--- src/rtl/bcc_pkg.sv ---
package bcc_pkg;

  // Event codes carried on event_code
  typedef enum logic [1:0] {
    EV_NONE   = 2'd0,
    EV_SINGLE = 2'd1,
    EV_DOUBLE = 2'd2,
    EV_HOLD   = 2'd3
  } bcc_event_e;

  // Configuration register indexes
  typedef enum logic [1:0] {
    REG_DEBOUNCE = 2'd0,
    REG_GAP      = 2'd1,
    REG_HOLD     = 2'd2,
    REG_LEVEL    = 2'd3
  } bcc_reg_e;

  localparam int unsigned TimeW   = 32;
  localparam int unsigned CfgW    = 16;
  localparam int unsigned CfgIdxW = 2;

  // Register reset values
  localparam logic [CfgW-1:0] DebounceRst = 16'd20;
  localparam logic [CfgW-1:0] GapRst      = 16'd250;
  localparam logic [CfgW-1:0] HoldRst     = 16'd3000;
  localparam logic            LevelRst    = 1'b1;

  // Press and release times start at all ones
  localparam logic [TimeW-1:0] TimeRst = '1;

endpackage

--- src/rtl/button_click_classifier_unit.sv ---
// Button click classifier: one event code per button poll.
// Each poll passes through the input register, then the result register.
// Throughput: one poll per clock unless out_stall_i holds a result; the input register
// and the result register let a new poll in while a finished result waits to be taken.
// Reset (rst_ni low, asynchronous) empties both stages, restores register defaults
// and sets the click state to released, times to all ones, single click allowed.
module button_click_classifier_unit (
  input  logic                        clk_i,
  input  logic                        rst_ni,
  // poll channel
  input  logic                        in_valid_i,
  output logic                        in_stall_o,
  input  logic                        pin_level_i,
  input  logic [bcc_pkg::TimeW-1:0]   now_ms_i,
  // event channel
  output logic                        out_valid_o,
  input  logic                        out_stall_i,
  output logic [1:0]                  event_code_o,
  // configuration writes
  input  logic                        cfg_we_i,
  input  logic [bcc_pkg::CfgIdxW-1:0] cfg_index_i,
  input  logic [bcc_pkg::CfgW-1:0]    cfg_data_i
);
  import bcc_pkg::*;

  // configuration registers
  logic [CfgW-1:0] debounce_q, gap_q, hold_q;
  logic            level_cfg_q;

  // input stage
  logic             in_valid_q;
  logic             pin_q;
  logic [TimeW-1:0] now_q;

  // click state
  logic             last_pressed_q, last_pressed_d;
  logic [TimeW-1:0] press_time_q, press_time_d;
  logic [TimeW-1:0] release_time_q, release_time_d;
  logic             dbl_wait_q, dbl_wait_d;
  logic             dbl_on_rel_q, dbl_on_rel_d;
  logic             single_ok_q, single_ok_d;
  logic             ign_rel_q, ign_rel_d;

  // result stage
  logic       out_valid_q;
  bcc_event_e out_event_q, event_d;

  logic advance;
  logic in_take;

  // classify stage moves when the result register is free or being emptied
  assign advance    = in_valid_q && (!out_valid_q || !out_stall_i);
  assign in_stall_o = in_valid_q && !advance;
  assign in_take    = in_valid_i && !in_stall_o;

  // configuration writes
  always_ff @(posedge clk_i or negedge rst_ni) begin
    if (!rst_ni) begin
      debounce_q  <= DebounceRst;
      gap_q       <= GapRst;
      hold_q      <= HoldRst;
      level_cfg_q <= LevelRst;
    end else if (cfg_we_i) begin
      case (bcc_reg_e'(cfg_index_i))
        REG_DEBOUNCE: debounce_q  <= cfg_data_i;
        REG_GAP:      gap_q       <= cfg_data_i;
        REG_HOLD:     hold_q      <= cfg_data_i;
        REG_LEVEL:    level_cfg_q <= cfg_data_i[0];
        default: ;
      endcase
    end
  end

  // input register
  always_ff @(posedge clk_i or negedge rst_ni) begin
    if (!rst_ni) begin
      in_valid_q <= 1'b0;
    end else if (in_take) begin
      in_valid_q <= 1'b1;
    end else if (advance) begin
      in_valid_q <= 1'b0;
    end
  end

  always_ff @(posedge clk_i) begin
    if (in_take) begin
      pin_q <= pin_level_i;
      now_q <= now_ms_i;
    end
  end

  // classification of the registered poll
  logic             is_pressed;
  logic [TimeW-1:0] since_rel, since_press, since_rel_upd, since_press_upd;
  logic [TimeW-1:0] debounce_ext, gap_ext, hold_ext;
  logic             press_edge, rel_edge, rel_taken;

  always_comb begin
    debounce_ext = {{(TimeW-CfgW){1'b0}}, debounce_q};
    gap_ext      = {{(TimeW-CfgW){1'b0}}, gap_q};
    hold_ext     = {{(TimeW-CfgW){1'b0}}, hold_q};
    is_pressed   = (pin_q == level_cfg_q);
    since_rel    = now_q - release_time_q;
    since_press  = now_q - press_time_q;
    press_edge   = is_pressed && !last_pressed_q && (since_rel > debounce_ext);
    rel_edge     = !is_pressed && last_pressed_q && (since_press > debounce_ext);
    rel_taken    = rel_edge && !ign_rel_q;

    press_time_d   = press_time_q;
    release_time_d = release_time_q;
    dbl_wait_d     = dbl_wait_q;
    dbl_on_rel_d   = dbl_on_rel_q;
    single_ok_d    = single_ok_q;
    ign_rel_d      = ign_rel_q;
    event_d        = EV_NONE;

    // debounced edges
    if (press_edge) begin
      press_time_d = now_q;
      ign_rel_d    = 1'b0;
      single_ok_d  = 1'b1;
      dbl_on_rel_d = (since_rel < gap_ext) && !dbl_on_rel_q && dbl_wait_q;
      dbl_wait_d   = 1'b0;
    end else if (rel_taken) begin
      release_time_d = now_q;
      if (!dbl_on_rel_q) begin
        dbl_wait_d = 1'b1;
      end else begin
        event_d      = EV_DOUBLE;
        dbl_on_rel_d = 1'b0;
        dbl_wait_d   = 1'b0;
        single_ok_d  = 1'b0;
      end
    end

    // elapsed times against the updated stamps (a fresh stamp is zero ago)
    since_rel_upd   = rel_taken ? '0 : since_rel;
    since_press_upd = press_edge ? '0 : since_press;

    // single click once the gap has run out
    if (!is_pressed && (since_rel_upd >= gap_ext) && dbl_wait_d && !dbl_on_rel_d &&
        single_ok_d && (event_d != EV_DOUBLE)) begin
      event_d    = EV_SINGLE;
      dbl_wait_d = 1'b0;
    end

    // hold, repeated every hold period
    if (is_pressed && (since_press_upd >= hold_ext)) begin
      press_time_d = now_q;
      event_d      = EV_HOLD;
      ign_rel_d    = 1'b1;
      dbl_on_rel_d = 1'b0;
      dbl_wait_d   = 1'b0;
    end

    last_pressed_d = is_pressed;
  end

  // click state update on each classified poll
  always_ff @(posedge clk_i or negedge rst_ni) begin
    if (!rst_ni) begin
      last_pressed_q <= 1'b0;
      press_time_q   <= TimeRst;
      release_time_q <= TimeRst;
      dbl_wait_q     <= 1'b0;
      dbl_on_rel_q   <= 1'b0;
      single_ok_q    <= 1'b1;
      ign_rel_q      <= 1'b0;
    end else if (advance) begin
      last_pressed_q <= last_pressed_d;
      press_time_q   <= press_time_d;
      release_time_q <= release_time_d;
      dbl_wait_q     <= dbl_wait_d;
      dbl_on_rel_q   <= dbl_on_rel_d;
      single_ok_q    <= single_ok_d;
      ign_rel_q      <= ign_rel_d;
    end
  end

  // result register
  always_ff @(posedge clk_i or negedge rst_ni) begin
    if (!rst_ni) begin
      out_valid_q <= 1'b0;
    end else if (advance) begin
      out_valid_q <= 1'b1;
    end else if (!out_stall_i) begin
      out_valid_q <= 1'b0;
    end
  end

  always_ff @(posedge clk_i) begin
    if (advance) begin
      out_event_q <= event_d;
    end
  end

  assign out_valid_o  = out_valid_q;
  assign event_code_o = out_event_q;

  // checks
  a_ign_clears_dbl: assert property (@(posedge clk_i) disable iff (!rst_ni)
    ign_rel_q |-> (!dbl_on_rel_q && !dbl_wait_q))
    else $error("double-click flags set while release is ignored");

  a_dbl_flags_excl: assert property (@(posedge clk_i) disable iff (!rst_ni)
    dbl_on_rel_q |-> !dbl_wait_q)
    else $error("double pending and double waiting both set");

  a_double_blocks_single: assert property (@(posedge clk_i) disable iff (!rst_ni)
    (advance && (event_d == EV_DOUBLE)) |=> !single_ok_q)
    else $error("single click still allowed after a double click");

  a_stall_needs_item: assert property (@(posedge clk_i) disable iff (!rst_ni)
    in_stall_o |-> (in_valid_q && out_valid_q && out_stall_i))
    else $error("input stalled without a blocked result");

endmodule
--- config.mk ---
export PLATFORM = sky130hd
export DESIGN_NAME = button_click_classifier_unit
export DESIGN_NICKNAME = d
export VERILOG_FILES = /design/src/rtl/bcc_pkg.sv /design/src/rtl/button_click_classifier_unit.sv
export SDC_FILE = /design/constraint.sdc
export NUM_CORES = 1
export LEC_CHECK = 0
export ABC_AREA = 0
export BUFFER_PORTS_ARGS = -buffer_cell sky130_fd_sc_hd__buf_4
export CAP_MARGIN = 20
export CORE_UTILIZATION = 58
export DETAILED_ROUTE_END_ITERATION = 10
export GPL_TIMING_DRIVEN = 0
export PLACE_DENSITY = 0.84
export REMOVE_ABC_BUFFERS = 1
export SLEW_MARGIN = 0
export SYNTH_ARGS = -nofsm -noshare
export SYNTH_HDL_FRONTEND = slang
export SYNTH_SLANG_ARGS = --single-unit
--- constraint.sdc ---
create_clock -name clk_i -period 14.6 [get_ports clk_i]
set_input_delay 0.73 -clock clk_i [delete_from_list [all_inputs] [get_ports clk_i]]
set_output_delay 0.73 -clock clk_i [all_outputs]
set_load 0.1 [all_outputs]
==> results.sh, run 1 <==
export IMPL_crit_path_start_kind="flip-flop"
export IMPL_synth_compound_area_share_pct=17.29
export IMPL_ys_types=72
export IMPL_worstSkewPairLatency_ns=0.43
export IMPL_synthCells=1241
export IMPL_min_period_ns=8.230
export IMPL_multi_input_area_sq_um=7109
export IMPL_netlist_top_cells_count="141 x ha_1, 128 x inv_1, 99 x a21oi_1, 95 x nand2_1, 81 x dfstp_2"
export IMPL_dieWidth_microns=145.3
export IMPL_worstReg2RegStart="release_time_q[4]$_DFFE_PN1P_"
export IMPL_ant_nets=0
export IMPL_synth_seq_cells=155
export IMPL_clk_pin_slew_ns=0.06
export IMPL_drive_above_1_share_pct=22.88
export IMPL_start_util_pct=59.04
export IMPL_critPathBufInv=1
export IMPL_routed_wl_mm=28.27
export IMPL_max_slew_margin_pct=31.94
export IMPL_cts_tree="yes"
export IMPL_post_cts_resized=0
export IMPL_synth_ff_type="dfstp_2"
export IMPL_r2r_slack_ns=6.37
export IMPL_place_congestion=0.8991
export IMPL_grt_overflow=0
export IMPL_fmax_ghz=0.1215
export IMPL_crit_path_end_kind="flip-flop"
export IMPL_grt_pass1_wl_mm=46.31
export IMPL_row_count=52
export IMPL_final_nets=1484
export IMPL_crit_type="flip-flop to flip-flop"
export IMPL_peakVddDrop_mv=0.1141
export IMPL_first_pass_iters=7
export IMPL_grt_usage_pct=27.41
export IMPL_grt_pass1_vias=9487
export IMPL_synth_top_area_share_pct=17.87
export IMPL_synth_avg_cell_area_sq_um=9.596
export IMPL_slowest_delay_ns=0.54
export IMPL_r2r_worst_path_cells=30
export IMPL_cp_num_cells=30
export IMPL_area_growth_pct=10.75
export IMPL_cts_setup_buffers=0
export IMPL_clock_skew_final_ns=0.01049
export IMPL_post_place_ws_ns=6.720
export IMPL_core_area_sq_um=20170
export IMPL_numPortBuffers=59
export IMPL_cts_root_buffer="clkbuf_16"
export IMPL_crit_arrival_ns=8.58
export IMPL_setup_tns_ns=0
export IMPL_hold_path_class="input port to async pin"
export IMPL_worst_slack_ns=6.370
export IMPL_synth_async_reset_ratio_pct=77.42
export IMPL_synth_simple_area_share_pct=13.12
export IMPL_yosys_area_top_type="dfstp_2"
export IMPL_maxCapViolations=0
export IMPL_dieArea_sq_um=21110
export IMPL_drtIter0Drc=536
export IMPL_wl_per_cell_microns=18.03
export IMPL_place_detailed_hpwl_mm=21.78
export IMPL_synth_warnings=0
export IMPL_yosysSeqAreaShare_pct=34.89
export IMPL_synth_adder_area_share_pct=15.15
export IMPL_synth_top_family_by_area="compound AO/OA/AOI/OAI gates"
export IMPL_rsz0062_at_grt="false"
export IMPL_drc=0
export IMPL_synth_area_leaders="dfstp_2 18%, ha_1 15%, edfxtp_1 8.8%"
export IMPL_synthMuxAreaShare_pct=10.60
export IMPL_p_leak_uw=0.005927
export IMPL_p_per_area_nw_per_um2=236.0
export IMPL_cp_slowest_cell="dfstp_2"
export IMPL_fin_crit_sh_pct=56.37
export IMPL_via_count=9486
export IMPL_synth_edff_count=35
export IMPL_hold_viol_final=0
export IMPL_critPathRequiredTime_ns=14.95
export IMPL_synthXorXnorAreaFrac_pct=3.457
export IMPL_outcome="finished, final reports clean"
export IMPL_yosysMostFrequentCell="ha_1"
export IMPL_vias_per_cell=6.050
export IMPL_fp_dieH_microns=145.3
export IMPL_numCtsBuffers=17
export IMPL_antennaDiodeCount=0
export IMPL_setup_violations_final=0
export IMPL_crit_top_cell="a21oi_1"
export IMPL_clock_path_buffers=2
export IMPL_fillerInstances=1650
export IMPL_cts_sinks=155
export IMPL_worst_pin_slew_ns=1.010
export IMPL_synthesis_area_sq_um=11910
export IMPL_grt_max_degree=63
export IMPL_htreeDepth=4
export IMPL_cp_max_fo=33
export IMPL_seqCellArea_sq_um=4155
export IMPL_cp_top_family="compound AO/OA/AOI/OAI gates"
export IMPL_antenna_found_initial=0
export IMPL_worstReg2RegEnd="press_time_q[4]$_DFFE_PN1P_"
export IMPL_io_pins=60
export IMPL_cts_hold_buf=0
export IMPL_drv_slew=0
worst reg2reg max path, delay by kind of cell (launching register included):
| kind | cells | cell delay (ns) |
|---|---|---|
| AO/OA/AOI/OAI | 13 | 3.04 |
| XOR/XNOR | 1 | 0.38 |
| adder cells (fa/ha/maj) | 3 | 0.96 |
| buffers and inverters | 1 | 0.04 |
| flip-flops | 1 | 0.54 |
| multiplexers | 1 | 0.49 |
| AND/OR/NAND/NOR | 11 | 2.71 |
power breakdown:
part | switching, uW | leakage [uW] | internal [uW]
Clock | 189 | 0.000288 | 269
Combinational | 1130 | 0.00398 | 822
Sequential | 73.0 | 0.00166 | 632
registers in the layout, indices dropped and copies added, names as in the netlist:
name	flops
now_q	32
press_time_q	32
release_time_q	32
debounce_q	16
gap_q	16
hold_q	16
event_code_o	2
dbl_on_rel_q	1
dbl_wait_q	1
ign_rel_q	1
in_valid_q	1
last_pressed_q	1
level_cfg_q	1
out_valid_o	1
pin_q	1
single_ok_q	1
layout by cell type, fill, tap and decap left out, drive strengths merged, types with 35 or more instances in the layout:
cell	Yosys	final
a21oi	99	99
buf	7	64
dfrtp	39	39
dfstp	81	81
edfxtp	35	35
ha	141	141
inv	128	131
mux2	98	98
nand2	96	96
nor2	51	51
nor2b	37	37
o21ai	78	78
routing by layer:
layer | track usage (%) | routed length, microns | vias up
met5 | 0 | 0 | -
met4 | 9.474 | 636 | 0
met3 | 3.805 | 1245 | 54
met2 | 44.93 | 13180 | 284
met1 | 37.14 | 13210 | 4568
li1 | - | - | 4580
worst max path at each step:
stage	startpoint	end
2_1_floorplan	release_time_q[0]$_DFFE_PN1P_	press_time_q[10]$_DFFE_PN1P_
3_3_place_gp	release_time_q[0]$_DFFE_PN1P_	press_time_q[3]$_DFFE_PN1P_
3_5_place_dp	release_time_q[4]$_DFFE_PN1P_	press_time_q[4]$_DFFE_PN1P_
4_1_cts	release_time_q[4]$_DFFE_PN1P_	press_time_q[4]$_DFFE_PN1P_
5_1_grt	now_q[0]$_DFFE_PP_	press_time_q[4]$_DFFE_PN1P_
6_report	release_time_q[4]$_DFFE_PN1P_	press_time_q[4]$_DFFE_PN1P_
cell type report:
type / count / share of cell area, %
Sequential cell: 155 / 31.51
Tap cell: 270 / 2.561
Timing Repair Buffer: 64 / 3.861
Clock inverter: 14 / 1.271
Inverter: 128 / 3.643
Multi-Input combinational cell: 919 / 53.90
Clock buffer: 18 / 3.254
cell families after synthesis:
group | Yosys count
AO/OA/AOI/OAI | 320
XOR/XNOR | 47
adder cells (fa/ha/maj) | 143
buffers and inverters | 167
flip-flops | 155
multiplexers | 103
AND/OR/NAND/NOR | 306
through the flow:
stage | instance area [sq um] | total power [uW] | util [%] | hold slack, ns | cells
final | 13190 | 3113 | 65.39 | 0.2583 | 1568
after global routing | 13190 | 3359 | 65.39 | 0.2992 | 1568
after CTS | 13190 | 3087 | 65.39 | 0.2840 | 1568
after detailed placement | 12590 | 2597 | 62.43 | 0.4666 | 1536
after global placement | 12520 | 2512 | 62.06 | 0.4568 | 1531
after floorplan | 11740 | 2128 | - | 0.4344 | 1202
(Power assumes the default switching activity.)
==> run 2, diff against run 1 <==
--- a/config.mk
+++ b/config.mk
@@ -8,10 +8,10 @@
 export ABC_AREA = 0
 export BUFFER_PORTS_ARGS = -buffer_cell sky130_fd_sc_hd__buf_4
 export CAP_MARGIN = 20
-export CORE_UTILIZATION = 58
+export CORE_UTILIZATION = 57
 export DETAILED_ROUTE_END_ITERATION = 10
 export GPL_TIMING_DRIVEN = 0
-export PLACE_DENSITY = 0.84
+export PLACE_DENSITY = 0.86
 export REMOVE_ABC_BUFFERS = 1
 export SLEW_MARGIN = 0
 export SYNTH_ARGS = -nofsm -noshare
==> constraint.sdc (replaced) <==
create_clock -name clk_i -period 7.4 [get_ports clk_i]
set_input_delay 0.37 -clock clk_i [delete_from_list [all_inputs] [get_ports clk_i]]
set_output_delay 0.37 -clock clk_i [all_outputs]
set_load 0.1 [all_outputs]
==> results.sh, run 2 (same netlist as run 1, synthesis figures left out) <==
export IMPL_r2r_slack_ns=0.23
export IMPL_area_growth_pct=13.29
export IMPL_worst_slack_ns=0.2268
export IMPL_dieArea_sq_um=21480
export IMPL_dieWidth_microns=146.5
export IMPL_clk_pin_slew_ns=0.07
export IMPL_vias_per_cell=6.051
export IMPL_fin_crit_sh_pct=96.93
export IMPL_routed_wl_mm=29.13
export IMPL_crit_path_start_kind="flip-flop"
export IMPL_row_count=52
export IMPL_htreeDepth=4
export IMPL_peakVddDrop_mv=0.2168
export IMPL_grt_pass1_vias=9246
export IMPL_final_core_util_pct=66.25
export IMPL_antennaDiodeCount=0
export IMPL_cp_slowest_cell="dfstp_2"
export IMPL_crit_arrival_ns=7.54
export IMPL_cp_max_fo=8
export IMPL_numPortBuffers=59
export IMPL_p_leak_uw=0.006017
export IMPL_via_count=9537
export IMPL_first_pass_iters=5
export IMPL_fmax_ghz=0.1394
export IMPL_min_period_ns=7.173
export IMPL_post_place_ws_ns=-0.4465
export IMPL_worst_pin_slew_ns=0.9680
export IMPL_final_area_sq_um=13490
export IMPL_grt_max_degree=95
export IMPL_drv_slew=0
export IMPL_grt_overflow=0
export IMPL_crit_type="flip-flop to flip-flop"
export IMPL_max_slew_margin_pct=34.78
export IMPL_drive_above_1_share_pct=25.73
export IMPL_setup_violations_final=0
export IMPL_outcome="finished, final reports clean"
export IMPL_place_detailed_hpwl_mm=21.62
export IMPL_antenna_found_initial=0
export IMPL_multi_input_area_sq_um=7387
export IMPL_slowest_delay_ns=0.52
export IMPL_drc=0
export IMPL_ant_nets=0
export IMPL_setup_tns_ns=0
export IMPL_place_congestion=0.9165
export IMPL_fillerInstances=1565
export IMPL_cts_tree="yes"
export IMPL_numCtsBuffers=17
export IMPL_hold_viol_final=0
export IMPL_fp_dieH_microns=146.5
export IMPL_worstSkewPairLatency_ns=0.45
export IMPL_seqCellArea_sq_um=4155
export IMPL_r2r_worst_path_cells=33
export IMPL_wl_per_cell_microns=18.49
export IMPL_clock_skew_final_ns=0.01201
export IMPL_worstReg2RegEnd="press_time_q[29]$_DFFE_PN1P_"
export IMPL_clock_path_buffers=2
export IMPL_core_area_sq_um=20360
export IMPL_p_per_area_nw_per_um2=469.1
export IMPL_drtIter0Drc=542
export IMPL_critPathRequiredTime_ns=7.77
export IMPL_layout_common_cells="139 x ha_1, 128 x inv_1, 94 x nand2_1, 93 x a21oi_1, 81 x dfstp_2"
export IMPL_worstReg2RegStart="release_time_q[4]$_DFFE_PN1P_"
export IMPL_holdWs_ns=0.02477
export IMPL_final_common_cell="ha_1"
export IMPL_cts_sinks=155
export IMPL_dpl_cell_area_sq_um=12590
export IMPL_grt_pass1_wl_mm=45.95
export IMPL_hold_path_class="input port to async pin"
export IMPL_start_util_pct=58.48
export IMPL_largestRegisters="now_q (32), press_time_q (32), release_time_q (32)"
export IMPL_final_nets=1492
export IMPL_cts_root_buffer="clkbuf_16"
export IMPL_io_pins=60
export IMPL_crit_path_end_kind="flip-flop"
export IMPL_grt_usage_pct=27.29
export IMPL_maxCapViolations=0
==> run 2: cell types whose count changed in the layout (fill, tap and decap cells not counted), moves of 4 or more <==
cell | previous run | this run
a21oi_1 | 99 | 93
a21oi_2 | 0 | 5
buf_4 | 59 | 64
clkinvlp_4 | 2 | 6
xnor2_1 | 27 | 23
xnor2_2 | 0 | 4
==> run 2: final cells by class <==
cell class                      instances  share of cell area (%)
Multi-Input combinational cell        921                   54.75
Sequential cell                       155                   30.80
Timing Repair Buffer                   70                   4.201
Inverter                              128                   3.561
Clock buffer                           18                   3.181
Tap cell                              270                   2.504
Clock inverter                         14                   1.002
==> run 2: worst max path at each step <==
| stage | to | depth (start not counted) | slack (ns) | startpoint |
|---|---|---|---|---|
| after floorplan | press_time_q[10]$_DFFE_PN1P_ | 31 | 0.85 | release_time_q[0]$_DFFE_PN1P_ |
| after global placement | press_time_q[3]$_DFFE_PN1P_ | 30 | -0.51 | release_time_q[4]$_DFFE_PN1P_ |
| after detailed placement | press_time_q[8]$_DFFE_PN1P_ | 30 | -0.45 | release_time_q[4]$_DFFE_PN1P_ |
| after CTS | press_time_q[28]$_DFFE_PN1P_ | 32 | 0.002 | release_time_q[4]$_DFFE_PN1P_ |
| after global routing | press_time_q[29]$_DFFE_PN1P_ | 33 | -0.03 | release_time_q[4]$_DFFE_PN1P_ |
| final | press_time_q[29]$_DFFE_PN1P_ | 33 | 0.23 | release_time_q[4]$_DFFE_PN1P_ |
==> run 2: critical path: cells and delay by family, from the launching register on <==
family | cells | cell delay (ns)
buffers and inverters | 2 | 0.19
AND/OR/NAND/NOR | 14 | 2.66
AO/OA/AOI/OAI | 12 | 2.24
adder cells (fa/ha/maj) | 3 | 0.95
multiplexers | 1 | 0.36
XOR/XNOR | 1 | 0.16
flip-flops | 1 | 0.52
==> run 2: repair_timing <==
item | in CTS | in global routing
setup buffers | 0 | 6
hold buffers | 0 | 0
pin swaps | 1 | 12
setup endpoints to repair | 35 | 37
cloned | 1 | 1
gates resized for setup | 8 | 38
==> run 2: per-stage QoR <==
step	power, uW	cells
final	6329	1576
after global routing	6819	1576
after floorplan	4198	1202
after global placement	4955	1531
after CTS	6057	1569
after detailed placement	5121	1536
==> run 2: power by group <==
part           switching, uW  leakage [uW]  internal (uW)
registers                140       0.00166           1250
clock network            397      0.000258            469
logic                   2340       0.00410           1740
total                   2880       0.00602           3450
==> run 2: routing by layer <==
layer	vias to the layer above	wire, microns	GRT usage [%]
li1	4589	-	-
met1	4597	13110	35.70
met2	291	13620	44.64
met3	60	1610	4.781
met4	0	795	11.35
met5	-	0	0
==> run 3, diff against run 2 <==
--- a/config.mk
+++ b/config.mk
@@ -8,9 +8,11 @@
 export ABC_AREA = 0
 export BUFFER_PORTS_ARGS = -buffer_cell sky130_fd_sc_hd__buf_4
 export CAP_MARGIN = 20
+export CORE_MARGIN = 5
 export CORE_UTILIZATION = 57
 export DETAILED_ROUTE_END_ITERATION = 10
 export GPL_TIMING_DRIVEN = 0
+export MAX_ROUTING_LAYER = met4
 export PLACE_DENSITY = 0.86
 export REMOVE_ABC_BUFFERS = 1
 export SLEW_MARGIN = 0
==> results.sh, run 3 (same netlist as run 1, synthesis figures left out) <==
export IMPL_grt_pass1_wl_mm=46.24
export IMPL_core_area_sq_um=20430
export IMPL_io_pins=60
export IMPL_antennaDiodeCount=0
export IMPL_area_growth_pct=13.54
export IMPL_crit_arrival_ns=7.58
export IMPL_p_leak_uw=0.006062
export IMPL_combPwrFrac_pct=64.0
export IMPL_crit_path_start_kind="flip-flop"
export IMPL_slowest_delay_ns=0.54
export IMPL_numPortBuffers=59
export IMPL_antenna_found_initial=0
export IMPL_clk_pin_slew_ns=0.07
export IMPL_fin_cells=1578
export IMPL_grt_pass1_vias=9272
export IMPL_vias_per_cell=6.090
export IMPL_finalPower_uw=6372
export IMPL_place_congestion=0.9798
export IMPL_worst_slack_ns=0.1813
export IMPL_max_slew_margin_pct=29.64
export IMPL_cts_tree="yes"
export IMPL_fmax_ghz=0.1385
export IMPL_r2r_slack_ns=0.18
export IMPL_fillerInstances=1604
export IMPL_dieWidth_microns=154.5
export IMPL_via_count=9610
export IMPL_hold_viol_final=0
export IMPL_largestRegisters="now_q (32), press_time_q (32), release_time_q (32)"
export IMPL_peakVddDrop_mv=0.2826
export IMPL_min_path_cells=1
export IMPL_crit_start="release_time_q[0]$_DFFE_PN1P_"
export IMPL_place_detailed_hpwl_mm=21.55
export IMPL_min_period_ns=7.219
export IMPL_first_pass_iters=5
export IMPL_grt_usage_pct=24.37
export IMPL_numCtsBuffers=17
export IMPL_cp_slowest_cell="dfstp_2"
export IMPL_p_int_uw=3492
export IMPL_fp_dieH_microns=154.5
export IMPL_swShare_pct=45.20
export IMPL_drtIter0Drc=723
export IMPL_final_area_sq_um=13520
export IMPL_row_count=52
export IMPL_p_sw_uw=2880
export IMPL_routed_wl_mm=28.68
export IMPL_p_per_area_nw_per_um2=471.3
export IMPL_wl_per_cell_microns=18.17
export IMPL_ant_nets=0
export IMPL_grt_overflow=0
export IMPL_hold_end="now_q[31]$_DFFE_PP_"
export IMPL_worstSkewPairLatency_ns=0.44
export IMPL_drv_slew=0
export IMPL_dieArea_sq_um=23880
export IMPL_r2r_worst_path_cells=30
export IMPL_clock_skew_final_ns=0.01229
export IMPL_layout_common_cells="140 x ha_1, 128 x inv_1, 94 x nand2_1, 92 x a21oi_1, 81 x dfstp_2"
export IMPL_hold_path_class="input port to flip-flop"
export IMPL_setup_violations_final=0
export IMPL_seqPwrFrac_pct=21.7
export IMPL_outcome="finished, final reports clean"
export IMPL_crit_path_end_kind="flip-flop"
export IMPL_drive_above_1_share_pct=25.54
export IMPL_fin_crit_sh_pct=97.55
export IMPL_cts_sinks=155
export IMPL_critPathRequiredTime_ns=7.76
export IMPL_htreeDepth=4
export IMPL_final_common_cell="ha_1"
export IMPL_worstHoldStart="now_ms_i[31]"
export IMPL_start_util_pct=58.29
export IMPL_dp_cells=1536
export IMPL_drc=0
export IMPL_worstReg2RegEnd="press_time_q[22]$_DFFE_PN1P_"
export IMPL_grt_max_degree=70
export IMPL_post_place_ws_ns=-0.5024
export IMPL_worstReg2RegStart="release_time_q[0]$_DFFE_PN1P_"
export IMPL_cp_max_fo=9
export IMPL_worst_pin_slew_ns=1.044
export IMPL_setup_tns_ns=0
export IMPL_dpl_cell_area_sq_um=12590
export IMPL_final_nets=1494
export IMPL_clockPowerShare_pct=14.3
export IMPL_maxCapViolations=0
export IMPL_cts_root_buffer="clkbuf_16"
export IMPL_crit_type="flip-flop to flip-flop"
export IMPL_clock_path_buffers=2
==> run 3: cell types whose count changed in the layout (fill, tap and decap cells not counted), sizes merged <==
| cell | before | now |
|---|---|---|
| clkinv | 1 | 2 |
| nand2 | 98 | 99 |
| inv | 134 | 137 |
| dlygate4sd3 | 0 | 1 |
| bufinv | 1 | 2 |
| clkinvlp | 6 | 1 |
==> run 3: critical path, delay by kind of cell, from the launching register on <==
family	cells	cell delay, ns
AO/OA/AOI/OAI	12	2.64
AND/OR/NAND/NOR	10	2.08
adder cells (fa/ha/maj)	4	1.14
flip-flops	1	0.54
multiplexers	1	0.38
buffers and inverters	2	0.19
XOR/XNOR	1	0.16
==> run 3: power by group through the flow <==
stage          Sequential (uW)  Clock [uW]  Combinational (uW)
6_report                  1380         911                4080
5_1_grt                   1410         965                4480
4_1_cts                   1380         926                3800
3_5_place_dp              1390           0                3720
3_3_place_gp              1380           0                3570
2_1_floorplan             1380           0                2820
==> run 3: worst max path at each step <==
stage                                        end  slack, ns  depth (start not counted)
finish              press_time_q[22]$_DFFE_PN1P_       0.18                         30
global route        press_time_q[22]$_DFFE_PN1P_      -0.05                         32
CTS                 press_time_q[13]$_DFFE_PN1P_       0.03                         31
detailed placement  press_time_q[13]$_DFFE_PN1P_      -0.50                         30
global placement     press_time_q[3]$_DFFE_PN1P_      -0.57                         30
floorplan           press_time_q[10]$_DFFE_PN1P_       0.85                         31
==> run 3: area by class of cell <==
cell class,count,area (sq um),share of cell area [%]
Multi-Input combinational cell,922,7377,54.56
Sequential cell,155,4155,30.73
Timing Repair Buffer,71,568.0,4.201
Inverter,128,480.5,3.553
Clock buffer,18,429.2,3.174
Tap cell,270,337.8,2.498
Clock inverter,14,173.9,1.286
==> run 3: per-layer routing <==
| layer | share of wire, % | wire (microns) | vias to the layer above | track usage (%) |
|---|---|---|---|---|
| met3 | 5.5 | 1584 | 39 | 3.632 |
| met4 | 1.8 | 525 | 0 | 6.392 |
| met1 | 45 | 12910 | 4685 | 32.26 |
| li1 | - | - | 4604 | - |
| met5 | 0 | 0 | - | - |
| met2 | 48 | 13660 | 282 | 39.52 |
==> run 3: stage by stage <==
stage | utilization [%] | hold slack, ns
2_1_floorplan | - | 0.07441
3_3_place_gp | 61.27 | 0.4561
3_5_place_dp | 61.64 | 0.3550
4_1_cts | 65.01 | 0.09050
5_1_grt | 66.19 | 0.08569
6_report | 66.19 | 0.09753
==> run 3: what timing repair did <==
| action | 4_1_cts | 5_1_grt |
|---|---|---|
| hold buffers | 1 | 0 |
| cloned | 1 | 2 |
| setup endpoints to repair | 37 | 37 |
| endpoints found under the hold margin | 28 | 0 |
| buffers inserted | 0 | 6 |
| resized for setup | 11 | 33 |
| pin swaps | 2 | 8 |
